===== config.mk =====
export PLATFORM = sky130hd
export DESIGN_NAME = vc1_idu_header_parser
export DESIGN_NICKNAME = d
export VERILOG_FILES = /design/src/sv/vc1_idu_pkg.sv /design/src/sv/vc1_idu_scan.sv /design/src/sv/vc1_idu_ctl.sv /design/src/sv/vc1_idu_header_parser.sv
export SDC_FILE = /design/constraint.sdc
export NUM_CORES = 1
export LEC_CHECK = 0
export ABC_AREA = 1
export BUFFER_PORTS_ARGS = -buffer_cell sky130_fd_sc_hd__buf_2
export CORE_UTILIZATION = 65
export CTS_CLUSTER_SIZE = 28
export DETAILED_ROUTE_END_ITERATION = 12
export HOLD_SLACK_MARGIN = 0.03
export MAX_ROUTING_LAYER = met4
export PLACE_DENSITY = 0.85
export SLEW_MARGIN = 5
export SYNTH_ARGS = -nofsm -noshare
export SYNTH_HDL_FRONTEND = slang
export SYNTH_HIERARCHICAL = 1
export SYNTH_SLANG_ARGS = --single-unit
export TNS_END_PERCENT = 10

===== constraint.sdc =====
create_clock -name i_clk -period 5.4 [get_ports i_clk]
set_input_delay 0 -clock i_clk [delete_from_list [all_inputs] [get_ports i_clk]]
set_output_delay 0 -clock i_clk [all_outputs]
set_load 0.01 [all_outputs]

===== src/sv/vc1_idu_pkg.sv =====
// vc1_idu_pkg: shared constants and types for the vc-1 idu header parser
// unit type codes, sequence flag positions, frame kinds, result and window types
// no dependencies
`default_nettype none

package vc1_idu_pkg;

    localparam int HEADER_BYTES_DEF = 8;
    localparam int WIN_BITS         = 64;

    // idu type codes
    localparam logic [7:0] T_SEQ      = 8'h0F;
    localparam logic [7:0] T_ENTRY    = 8'h0E;
    localparam logic [7:0] T_FRAME    = 8'h0D;
    localparam logic [7:0] T_FIELD    = 8'h0C;
    localparam logic [7:0] T_SLICE    = 8'h0B;
    localparam logic [7:0] T_EOS      = 8'h0A;
    localparam logic [7:0] T_FRAME_UD = 8'h1D;
    localparam logic [7:0] T_FIELD_UD = 8'h1C;
    localparam logic [7:0] T_SLICE_UD = 8'h1B;

    // start code and emulation prevention bytes
    localparam logic [7:0] B_ZERO = 8'h00;
    localparam logic [7:0] B_ONE  = 8'h01;
    localparam logic [7:0] B_EPB  = 8'h03;

    // sequence flag bit positions
    localparam int F_ADV    = 0;
    localparam int F_ILACE  = 1;
    localparam int F_INTERP = 2;
    localparam int F_RANGE  = 3;
    localparam int F_HASB   = 4;

    typedef logic [WIN_BITS-1:0] t_window;

    typedef enum logic [1:0] {
        KIND_I = 2'd0,
        KIND_P = 2'd1,
        KIND_B = 2'd2
    } t_kind;

    typedef struct packed {
        logic        expect_type;
        t_window     window;
    } t_scan;

    typedef struct packed {
        logic [7:0]  unit_type;
        logic        unit_accepted;
        logic        frame_done;
        logic [1:0]  done_frame_kind;
        logic [13:0] coded_width;
        logic [13:0] coded_height;
        logic        is_advanced;
        logic        is_interlaced;
        logic        may_have_b;
        logic        frame_interp_flag;
        logic        range_reduce_flag;
    } t_result;

    function automatic logic continues_frame(input logic [7:0] t);
        continues_frame = (t == T_FRAME_UD) || (t == T_FIELD) || (t == T_FIELD_UD) ||
                          (t == T_SLICE) || (t == T_SLICE_UD) || (t == T_EOS);
    endfunction

endpackage

`default_nettype wire


===== src/sv/vc1_idu_scan.sv =====
// vc1_idu_scan: byte level scanner, start code and emulation prevention detection
// and capture of the first payload bytes of each unit
// depends on vc1_idu_pkg
`default_nettype none

module vc1_idu_scan #(
    parameter int HEADER_BYTES = vc1_idu_pkg::HEADER_BYTES_DEF
) (
    input  wire                  i_clk,
    input  wire                  i_rst_n,
    input  wire                  i_advance,
    input  wire  [7:0]           i_byte,
    output vc1_idu_pkg::t_scan   o_scan
);

    localparam int CW  = $clog2(HEADER_BYTES + 1);
    localparam int WB  = HEADER_BYTES * 8;
    localparam int PAD = vc1_idu_pkg::WIN_BITS - WB;

    logic [1:0]    r_zero_run, n_zero_run;
    logic          r_expect, n_expect;
    logic          r_in_unit, n_in_unit;
    logic [WB-1:0] r_window, n_window;
    logic [CW-1:0] r_count, n_count;

    always_comb begin
        n_zero_run = r_zero_run;
        n_expect   = r_expect;
        n_in_unit  = r_in_unit;
        n_window   = r_window;
        n_count    = r_count;
        if (i_advance) begin
            if (r_expect) begin
                n_expect   = 1'b0;
                n_zero_run = 2'd0;
                n_in_unit  = 1'b1;
                n_window   = '0;
                n_count    = '0;
            end else if (r_zero_run == 2'd2 && i_byte == vc1_idu_pkg::B_ONE) begin
                n_expect   = 1'b1;
                n_zero_run = 2'd0;
            end else if (r_zero_run == 2'd2 && i_byte == vc1_idu_pkg::B_EPB) begin
                n_zero_run = 2'd0;
            end else begin
                if (r_in_unit && r_count < CW'(HEADER_BYTES)) begin
                    for (int k = 0; k < HEADER_BYTES; k++) begin
                        if (r_count == CW'(k)) begin
                            n_window[(HEADER_BYTES-1-k)*8 +: 8] = i_byte;
                        end
                    end
                    n_count = r_count + CW'(1);
                end
                // zero run saturates at two
                if (i_byte == vc1_idu_pkg::B_ZERO) begin
                    n_zero_run = (r_zero_run == 2'd2) ? 2'd2 : r_zero_run + 2'd1;
                end else begin
                    n_zero_run = 2'd0;
                end
            end
        end
    end

    always_ff @(posedge i_clk) begin
        if (!i_rst_n) begin
            r_zero_run <= 2'd0;
            r_expect   <= 1'b0;
            r_in_unit  <= 1'b0;
            r_window   <= '0;
            r_count    <= '0;
        end else begin
            r_zero_run <= n_zero_run;
            r_expect   <= n_expect;
            r_in_unit  <= n_in_unit;
            r_window   <= n_window;
            r_count    <= n_count;
        end
    end

    // first captured byte sits in the top bits, later bytes follow it, the low bits are zero padding
    assign o_scan.expect_type = r_expect;
    assign o_scan.window      = vc1_idu_pkg::t_window'(r_window) << PAD;

endmodule

`default_nettype wire


===== src/sv/vc1_idu_ctl.sv =====
// vc1_idu_ctl: unit level control, finishes the previous unit, gates the new one
// and builds the result for each type byte
// depends on vc1_idu_pkg
`default_nettype none

module vc1_idu_ctl (
    input  wire                   i_clk,
    input  wire                   i_rst_n,
    input  wire                   i_take,
    input  wire  [7:0]            i_byte,
    input  vc1_idu_pkg::t_window  i_window,
    output vc1_idu_pkg::t_result  o_result
);

    logic [7:0]         r_cur_type;
    logic               r_cur_kept;
    logic               r_seq_seen, n_seq_seen;
    logic               r_entry_seen, n_entry_seen;
    logic               r_frame_open, n_frame_open;
    vc1_idu_pkg::t_kind r_open_kind, n_open_kind;
    logic [4:0]         r_flags, n_flags;
    logic [13:0]        r_width, n_width;
    logic [13:0]        r_height, n_height;

    logic               keep;
    logic               done;
    logic               fin_seq, fin_entry, fin_frame;
    logic [4:0]         seq_flags;
    vc1_idu_pkg::t_kind kind_cls;
    logic [3:0]         ubits;
    logic [4:0]         sbits;
    logic [1:0]         soff;

    // sequence header fields
    always_comb begin
        seq_flags = '0;
        if (i_window[63:62] == 2'b11) begin
            seq_flags[vc1_idu_pkg::F_ADV]    = 1'b1;
            seq_flags[vc1_idu_pkg::F_HASB]   = 1'b1;
            seq_flags[vc1_idu_pkg::F_ILACE]  = i_window[22];
            seq_flags[vc1_idu_pkg::F_INTERP] = i_window[20];
        end else begin
            seq_flags[vc1_idu_pkg::F_RANGE]  = i_window[39];
            seq_flags[vc1_idu_pkg::F_HASB]   = (i_window[38:36] != 3'd0);
            seq_flags[vc1_idu_pkg::F_INTERP] = i_window[33];
        end
    end

    // frame type from the picture header, using the flags in force
    always_comb begin
        kind_cls = vc1_idu_pkg::KIND_P;
        ubits    = i_window[63:60];
        sbits    = i_window[61:57];
        soff     = 2'd0;
        if (r_flags[vc1_idu_pkg::F_ADV]) begin
            if (r_flags[vc1_idu_pkg::F_ILACE] && i_window[63] && i_window[62]) begin
                // field interlaced picture
                if (i_window[61:59] <= 3'd2) begin
                    kind_cls = vc1_idu_pkg::KIND_I;
                end else if (i_window[61:59] == 3'd3) begin
                    kind_cls = vc1_idu_pkg::KIND_P;
                end else begin
                    kind_cls = vc1_idu_pkg::KIND_B;
                end
            end else begin
                if (r_flags[vc1_idu_pkg::F_ILACE] && i_window[63]) begin
                    ubits = i_window[61:58];
                end else if (r_flags[vc1_idu_pkg::F_ILACE]) begin
                    ubits = i_window[62:59];
                end
                if (!ubits[3]) begin
                    kind_cls = vc1_idu_pkg::KIND_P;
                end else if (!ubits[2]) begin
                    kind_cls = vc1_idu_pkg::KIND_B;
                end else if (!ubits[1]) begin
                    kind_cls = vc1_idu_pkg::KIND_I;
                end else if (!ubits[0]) begin
                    kind_cls = vc1_idu_pkg::KIND_B;
                end else begin
                    kind_cls = vc1_idu_pkg::KIND_P;
                end
            end
        end else begin
            soff = {1'b0, r_flags[vc1_idu_pkg::F_INTERP]} +
                   {1'b0, r_flags[vc1_idu_pkg::F_RANGE]};
            sbits = i_window[61:57] << soff;
            if (sbits[4]) begin
                kind_cls = vc1_idu_pkg::KIND_P;
            end else if (!r_flags[vc1_idu_pkg::F_HASB] || sbits[3]) begin
                kind_cls = vc1_idu_pkg::KIND_I;
            end else begin
                kind_cls = vc1_idu_pkg::KIND_B;
            end
        end
    end

    always_comb begin
        fin_seq   = r_cur_kept && (r_cur_type == vc1_idu_pkg::T_SEQ);
        fin_entry = r_cur_kept && (r_cur_type == vc1_idu_pkg::T_ENTRY);
        fin_frame = r_cur_kept && (r_cur_type == vc1_idu_pkg::T_FRAME);

        n_seq_seen   = r_seq_seen   | fin_seq;
        n_entry_seen = r_entry_seen | fin_entry;
        n_flags      = fin_seq ? seq_flags : r_flags;
        n_width      = r_width;
        n_height     = r_height;
        if (fin_seq && seq_flags[vc1_idu_pkg::F_ADV]) begin
            n_width  = {1'b0, i_window[47:36], 1'b0} + 14'd2;
            n_height = {1'b0, i_window[35:24], 1'b0} + 14'd2;
        end
        n_open_kind  = fin_frame ? kind_cls : r_open_kind;
        n_frame_open = r_frame_open | fin_frame;

        // wait for a sequence header, then for an entry point
        if (!n_seq_seen) begin
            keep = (i_byte == vc1_idu_pkg::T_SEQ);
        end else if (!n_entry_seen) begin
            keep = (i_byte == vc1_idu_pkg::T_ENTRY);
        end else begin
            keep = 1'b1;
        end
        done = keep && n_frame_open && !vc1_idu_pkg::continues_frame(i_byte);

        o_result.unit_type         = i_byte;
        o_result.unit_accepted     = keep;
        o_result.frame_done        = done;
        o_result.done_frame_kind   = done ? n_open_kind : vc1_idu_pkg::KIND_I;
        o_result.coded_width       = n_width;
        o_result.coded_height      = n_height;
        o_result.is_advanced       = n_flags[vc1_idu_pkg::F_ADV];
        o_result.is_interlaced     = n_flags[vc1_idu_pkg::F_ILACE];
        o_result.may_have_b        = n_flags[vc1_idu_pkg::F_HASB];
        o_result.frame_interp_flag = n_flags[vc1_idu_pkg::F_INTERP];
        o_result.range_reduce_flag = n_flags[vc1_idu_pkg::F_RANGE];
    end

    always_ff @(posedge i_clk) begin
        if (!i_rst_n) begin
            r_cur_type   <= 8'd0;
            r_cur_kept   <= 1'b0;
            r_seq_seen   <= 1'b0;
            r_entry_seen <= 1'b0;
            r_frame_open <= 1'b0;
            r_open_kind  <= vc1_idu_pkg::KIND_I;
            r_flags      <= 5'd0;
            r_width      <= 14'd0;
            r_height     <= 14'd0;
        end else if (i_take) begin
            r_cur_type   <= i_byte;
            r_cur_kept   <= keep;
            r_seq_seen   <= n_seq_seen;
            r_entry_seen <= n_entry_seen;
            r_frame_open <= n_frame_open & ~done;
            r_open_kind  <= n_open_kind;
            r_flags      <= n_flags;
            r_width      <= n_width;
            r_height     <= n_height;
        end
    end

endmodule

`default_nettype wire


===== src/sv/vc1_idu_header_parser.sv =====
// result: a type byte passes the input register and then the result register; other bytes give none
// throughput: one byte per cycle; the input register holds only while a result waits
// and the output side stalls
// reset: synchronous, active low; clears the scanner, the header state and both valid flags
// vc1_idu_header_parser: top level, input register, scanner, unit control, result register
// depends on vc1_idu_pkg, vc1_idu_scan, vc1_idu_ctl
`default_nettype none

module vc1_idu_header_parser #(
    parameter int HEADER_BYTES = vc1_idu_pkg::HEADER_BYTES_DEF
) (
    input  wire         i_clk,
    input  wire         i_rst_n,
    input  wire         i_valid,
    output logic        o_stall,
    input  wire  [7:0]  i_stream_byte,
    output logic        o_valid,
    input  wire         i_stall,
    output logic [7:0]  o_unit_type,
    output logic        o_unit_accepted,
    output logic        o_frame_done,
    output logic [1:0]  o_done_frame_kind,
    output logic [13:0] o_coded_width,
    output logic [13:0] o_coded_height,
    output logic        o_is_advanced,
    output logic        o_is_interlaced,
    output logic        o_may_have_b,
    output logic        o_frame_interp_flag,
    output logic        o_range_reduce_flag
);

    logic                 r_in_valid;
    logic [7:0]           r_in_byte;
    logic                 r_out_valid;
    vc1_idu_pkg::t_result r_out;
    vc1_idu_pkg::t_result result;
    vc1_idu_pkg::t_scan   scan;
    logic                 advance;
    logic                 take;
    logic                 in_xfer;

    // a byte with no result always moves on, a type byte needs room in the result register
    assign advance = r_in_valid && (!scan.expect_type || !r_out_valid || !i_stall);
    assign take    = advance && scan.expect_type;
    assign o_stall = r_in_valid && !advance;
    assign in_xfer = i_valid && !o_stall;

    vc1_idu_scan #(
        .HEADER_BYTES (HEADER_BYTES)
    ) u_scan (
        .i_clk     (i_clk),
        .i_rst_n   (i_rst_n),
        .i_advance (advance),
        .i_byte    (r_in_byte),
        .o_scan    (scan)
    );

    vc1_idu_ctl u_ctl (
        .i_clk    (i_clk),
        .i_rst_n  (i_rst_n),
        .i_take   (take),
        .i_byte   (r_in_byte),
        .i_window (scan.window),
        .o_result (result)
    );

    always_ff @(posedge i_clk) begin
        if (!i_rst_n) begin
            r_in_valid <= 1'b0;
        end else if (in_xfer) begin
            r_in_valid <= 1'b1;
        end else if (advance) begin
            r_in_valid <= 1'b0;
        end
    end

    always_ff @(posedge i_clk) begin
        if (in_xfer) begin
            r_in_byte <= i_stream_byte;
        end
    end

    always_ff @(posedge i_clk) begin
        if (!i_rst_n) begin
            r_out_valid <= 1'b0;
        end else if (take) begin
            r_out_valid <= 1'b1;
        end else if (!i_stall) begin
            r_out_valid <= 1'b0;
        end
    end

    always_ff @(posedge i_clk) begin
        if (take) begin
            r_out <= result;
        end
    end

    assign o_valid             = r_out_valid;
    assign o_unit_type         = r_out.unit_type;
    assign o_unit_accepted     = r_out.unit_accepted;
    assign o_frame_done        = r_out.frame_done;
    assign o_done_frame_kind   = r_out.done_frame_kind;
    assign o_coded_width       = r_out.coded_width;
    assign o_coded_height      = r_out.coded_height;
    assign o_is_advanced       = r_out.is_advanced;
    assign o_is_interlaced     = r_out.is_interlaced;
    assign o_may_have_b        = r_out.may_have_b;
    assign o_frame_interp_flag = r_out.frame_interp_flag;
    assign o_range_reduce_flag = r_out.range_reduce_flag;

endmodule

`default_nettype wire


==> reports/results.ini, run 1 <==
[setup_path]
cp.arrival_ps = 2890
reg2reg_slack_ps = 2930
r2r_start = u_scan/r_expect
cp-start-kind = flop
reg2reg_depth = 10
required_ps = 5810
crit_start = u_scan/r_expect
r2r_end = u_scan/r_window[37]
path_class = reg -> reg
crit_path_end = u_scan/r_window[37]
end_kind = flop
critPathMaxFanout = 69

[synthesis]
netlist_area_um2 = 6960
synth_nets = 905
syn_avg_cell_area_um2 = 7.88
synth_cells = 883
synth_warnings = 6

[route]
num_vias = 5812
drcViolationCount = 0
drtIter0Drc = 428
dr.pass1.iters = 5
drt-total-wl_mm = 14.9
post_drt_wl_per_cell_um = 14.0
vias_per_cell = 5.44
antenna_left = 0

[cells_and_area]
fin_cells = 1068
diodes = 0
fillCellCount = 779
final_util = 0.747
drive_gt1_frac = 0.150
area_growth_pct = 11.3
nets = 941

[sta]
timing.fmax_ghz = 0.405
timing_hold_violations_final = 0
final.min_clock_period_ps = 2470
finalMaxSlewViolations = 0
post-route-period-util = 0.457
rsz0062_at_grt = no
worstMarginPinSlew_ps = 1220
setup_viol = 0
finalClockSkew_ps = 8.34
slew_headroom = 0.189
setup_slack_ps = 2930
tns_ps = 0

[floorplan]
die_y_um = 105
dieArea_um2 = 11100
placementRows = 37
die_w_um = 105
fp.coreArea_um2 = 10400
io_pins = 59
start_util = 0.671

[clock_network]
clkTransAtPathRegs_ps = 60
root_buffer = clkbuf_8
clk_path_buf_depth = 2
cts_resized = 0
cts.sinks = 143
tritoncts = yes
clk_latency_ps = 530
htree_levels = 4
cts_hold_buffers = 11
post-cts-setup-buffers = 0
cts_made_buffers = 17

[status]
status = finished, final reports clean

[power_and_ir_drop]
switching_share = 0.201
combPwrFrac = 0.020
p_per_area_nw_per_um2 = 290
ir_drop_mv = 0.238
p_sw_uw = 452
clock_power_share = 0.480
p_seq_frac = 0.500
p_leak_nw = 3.35
internal_power_mw = 1.79
power_mw = 2.24

[placed_design]
place.port_buffers = 58
post-place-ws_ps = 3010
dp.cells = 1025
gp_congestion = 0.827
dpl.hpwl_mm = 9.34

[grt]
grt_first_pass_wirelength_mm = 24.8
track_usage = 0.292
antenna_found_initial = 0
grt_max_degree = 89
grt_overflow = 0
first_global_vias = 5339

[hold_path]
holdCritPathClass = in -> reg

[job]
cap_violations = 0

metal layers:
metal  GRT usage  part of all wire  vias up  wire, um
met2       0.469              0.49      189      7350
met1       0.358              0.43     2691      6410
met4       0.142             0.028        0       418
li1            -                 -     2897         -
met3      0.0501             0.050       35       744
met5           -                 0        -         0
layout make-up:
type	count	area, um^2	share of cell area
Sequential cell	143	3390	0.438
Multi-Input combinational cell	572	2790	0.360
Clock buffer	26	489	0.0632
Inverter	113	424	0.0548
Timing Repair Buffer	72	423	0.0546
Tap cell	136	170	0.0220
Clock inverter	6	56.3	0.00727
power groups by stage:
stage	combinational [mW]	clock [mW]	sequential (mW)
3_5_place_dp	0.0367	0	1.14
4_1_cts	0.0433	1.09	1.12
3_3_place_gp	0.0364	0	1.14
2_1_floorplan	0.0283	0	1.14
6_report	0.0443	1.08	1.12
5_1_grt	0.0487	1.15	1.12
state kept, by name, summed over array words and instances, names as in the netlist, 4 cells and up:
signal / count
o_coded_height: 14
o_coded_width: 14
o_unit_type: 8
r_in_byte: 8
u_ctl/r_cur_type: 8
u_ctl/r_flags: 5
u_ctl/r_height: 14
u_ctl/r_width: 14
u_scan/r_count: 4
u_scan/r_window: 33
worst min path at each step:
| stage | startpoint | end | slack, ps | cells past startpoint |
|---|---|---|---|---|
| final | i_rst_n | o_valid | 60 | 4 |
| after global routing | i_rst_n | o_valid | 80 | 4 |
| after CTS | i_rst_n | o_valid | 50 | 4 |
| after detailed placement | i_stream_byte[5] | r_in_byte[5] | 180 | 1 |
| after global placement | i_stream_byte[6] | r_in_byte[6] | 180 | 1 |
| after floorplan | i_rst_n | o_valid | 100 | 2 |
per-stage QoR:
step | hold WS (ps) | area [um^2]
finish | 60.9 | 7740
global route | 81.5 | 7740
CTS | 49.5 | 7740
detailed placement | 179 | 7090
global placement | 178 | 7090
floorplan | 97.6 | 6960
cells in the final DEF, fill, tap and decap left out, types with 2 or more instances in the layout:
master and count:
dlygate4sd3_1 11, clkinv_2 4, nor2_1 102, o21ai_0 30
ha_1 10, o21a_1 2, nand4_1 5, xor2_1 6
dfxtp_1 90, edfxtp_1 53, a21oi_2 2, o21ai_2 15
clkbuf_16 17, clkbuf_1 6, nand2_2 11, inv_1 105
nand3_1 80, nor3_2 4, nor3_4 2, nor2_2 6
clkbuf_8 3, nand2_1 191, o21ai_1 18, buf_2 58
nor3b_1 2, inv_2 8, xnor2_1 2, buf_4 3
nor3_1 5, a21oi_1 70
critical path, stage by stage (launching register included):
cell and delay (ps):
dfxtp_1 390, nand3_1 120, nand2_1 50, inv_1 120, inv_2 60, nor3_2 140
nand2_1 110, nand2_2 830, nand2_1 260, nor2_1 180, nor2_1 60
Power figures use the tool's default switching activity.
==> run 2: changes to the inputs <==
--- a/config.mk
+++ b/config.mk
@@ -5,14 +5,14 @@
 export SDC_FILE = /design/constraint.sdc
 export NUM_CORES = 1
 export LEC_CHECK = 0
-export ABC_AREA = 1
+export ABC_AREA = 0
 export BUFFER_PORTS_ARGS = -buffer_cell sky130_fd_sc_hd__buf_2
-export CORE_UTILIZATION = 65
+export CORE_UTILIZATION = 55
 export CTS_CLUSTER_SIZE = 28
 export DETAILED_ROUTE_END_ITERATION = 12
 export HOLD_SLACK_MARGIN = 0.03
 export MAX_ROUTING_LAYER = met4
-export PLACE_DENSITY = 0.85
+export PLACE_DENSITY = 0.77
 export SLEW_MARGIN = 5
 export SYNTH_ARGS = -nofsm -noshare
 export SYNTH_HDL_FRONTEND = slang
==> constraint.sdc (replaced) <==
create_clock -name i_clk -period 2.1 [get_ports i_clk]
set_input_delay 0 -clock i_clk [delete_from_list [all_inputs] [get_ports i_clk]]
set_output_delay 0 -clock i_clk [all_outputs]
set_load 0.01 [all_outputs]
==> reports/results.ini, run 2 <==
[power_and_ir_drop]
p_seq_frac = 0.481
p_per_area_nw_per_um2 = 784
internal_power_mw = 4.80
p_sw_mw = 1.20
switching_share = 0.200
clock_power_share = 0.493
ir_drop_mv = 0.464
p_leak_nw = 3.07
combPwrFrac = 0.025
power_mw = 6.00

[sta]
setup_viol = 0
timing_hold_violations_final = 0
slew_headroom = 0.550
rsz0062_at_grt = no
post-route-period-util = 0.987
timing.fmax_ghz = 0.482
finalClockSkew_ps = 9.08
fin_hold_ws_ps = 58.4
final.min_clock_period_ps = 2070
worstMarginPinSlew_ps = 674
finalMaxSlewViolations = 0

[synthesis]
syn_avg_cell_area_um2 = 10.2
synth_nets = 651
synth_warnings = 6
netlist_area_um2 = 6410
synth_cells = 629

[job]
cap_violations = 0

[setup_path]
cp.arrival_ps = 2400
critPathSlowestCell = or4_4
reg2reg_depth = 5
cpMostUsedCell = or4_4
end_kind = flop
path_class = reg -> reg
critPathMaxFanout = 9
required_ps = 2430
max_stage_delay_ps = 530
cp-start-kind = flop
r2r_start = r_in_byte[4]
r2r_end = u_scan/r_window[39]
crit_chain = or4_4 > or4_4 > nand3_1 > buf_12 > mux2i_1
reg2reg_slack_ps = 30

[cells_and_area]
layout_common_cells = nand2_1, dfxtp_1, buf_2, edfxtp_1, mux2i_1
area_growth_pct = 19.5
diodes = 0
multi_input_area_um2 = 2780
largest_register_ffs = 33
fillCellCount = 860
nets = 722
final_common_cell = nand2_1
drive_gt1_frac = 0.216
final-seq-area_um2 = 3390
top_register = u_scan/r_window

[floorplan]
die_y_um = 110
start_util = 0.564
fp.coreArea_um2 = 11400
dieArea_um2 = 12100
io_pins = 59
die_w_um = 110
placementRows = 39

[route]
post_drt_wl_per_cell_um = 16.0
drtIter0Drc = 364
drt-total-wl_mm = 13.7
dr.pass1.iters = 8
drcViolationCount = 0
vias_per_cell = 5.66
num_vias = 4847
antenna_left = 0

[grt]
grt_overflow = 0
first_global_vias = 4446
track_usage = 0.244
grt_first_pass_wirelength_mm = 21.7
antenna_found_initial = 0
grt_max_degree = 42

[hold_path]
whs_path_depth = 2
min_from = i_rst_n
holdPathEnd = u_ctl/r_entry_seen
holdCritPathClass = in -> reg

[clock_network]
cts.sinks = 143
tritoncts = yes
clkTransAtPathRegs_ps = 60
cts_made_buffers = 17
clk_latency_ps = 410
post-cts-setup-buffers = 0
clk_path_buf_depth = 2
htree_levels = 4
root_buffer = clkbuf_16

[placed_design]
place.port_buffers = 58
dpl.hpwl_mm = 9.13
gp_congestion = 0.887

[status]
status = finished, final reports clean

==> run 2: what timing repair did <==
| action | CTS | global route |
|---|---|---|
| gates resized for setup | 2 | 5 |
| hold buffers | 10 | 0 |
| endpoints found under the hold margin | 10 | 0 |
| pin swaps | 0 | 1 |
| gates cloned | 0 | 0 |
| setup endpoints to repair | 18 | 34 |
==> run 2: critical path, delay by kind of cell, from the launching register on <==
family        cells  cell delay [ps]
simple gates      3             1210
flops             1              410
mux               1              210
buf+inv           1              150
==> run 2: worst max-delay path by stage <==
stage	from	end	slack, ps
after floorplan	u_scan/r_expect	u_ctl/r_height[6]	-270
after global placement	r_in_byte[3]	u_scan/r_window[57]	20
after detailed placement	r_in_byte[3]	u_scan/r_window[60]	-20
after CTS	r_in_byte[4]	u_scan/r_window[31]	-60
after global routing	r_in_byte[4]	u_scan/r_window[35]	1
final	r_in_byte[4]	u_scan/r_window[39]	30
==> run 2: per-layer routing <==
metal,track usage,share of wire
met4,0.0800,0.010
met5,-,0
met3,0.0593,0.059
met1,0.292,0.41
met2,0.404,0.52
==> run 2: power by group through the flow <==
stage	Clock (mW)	Sequential, mW	Combinational, mW
final	2.96	2.89	0.153
after CTS	2.99	2.89	0.151
after detailed placement	0	2.95	0.135
after global routing	3.12	2.89	0.164
after global placement	0	2.95	0.132
after floorplan	0	2.95	0.0768
==> run 2: area by class of cell <==
cell class / instances / area share
clock buffer: 24 / 0.0685
clock inverter: 8 / 0.00980
inverter: 17 / 0.00833
multi-input combinational: 424 / 0.363
sequential: 143 / 0.443
tap: 143 / 0.0234
timing repair buffer: 97 / 0.0843
==> run 2: through the flow <==
step	instances	setup TNS, ps	worst slack (ps)	util	instance area (um^2)
after detailed placement	814	-103	-22.1	0.610	6930
after global placement	814	0	22.2	0.610	6930
after floorplan	629	-7390	-266	-	6470
after global routing	856	0	1.42	0.674	7660
final	856	0	26.8	0.674	7660
after CTS	856	-129	-64.8	0.672	7640
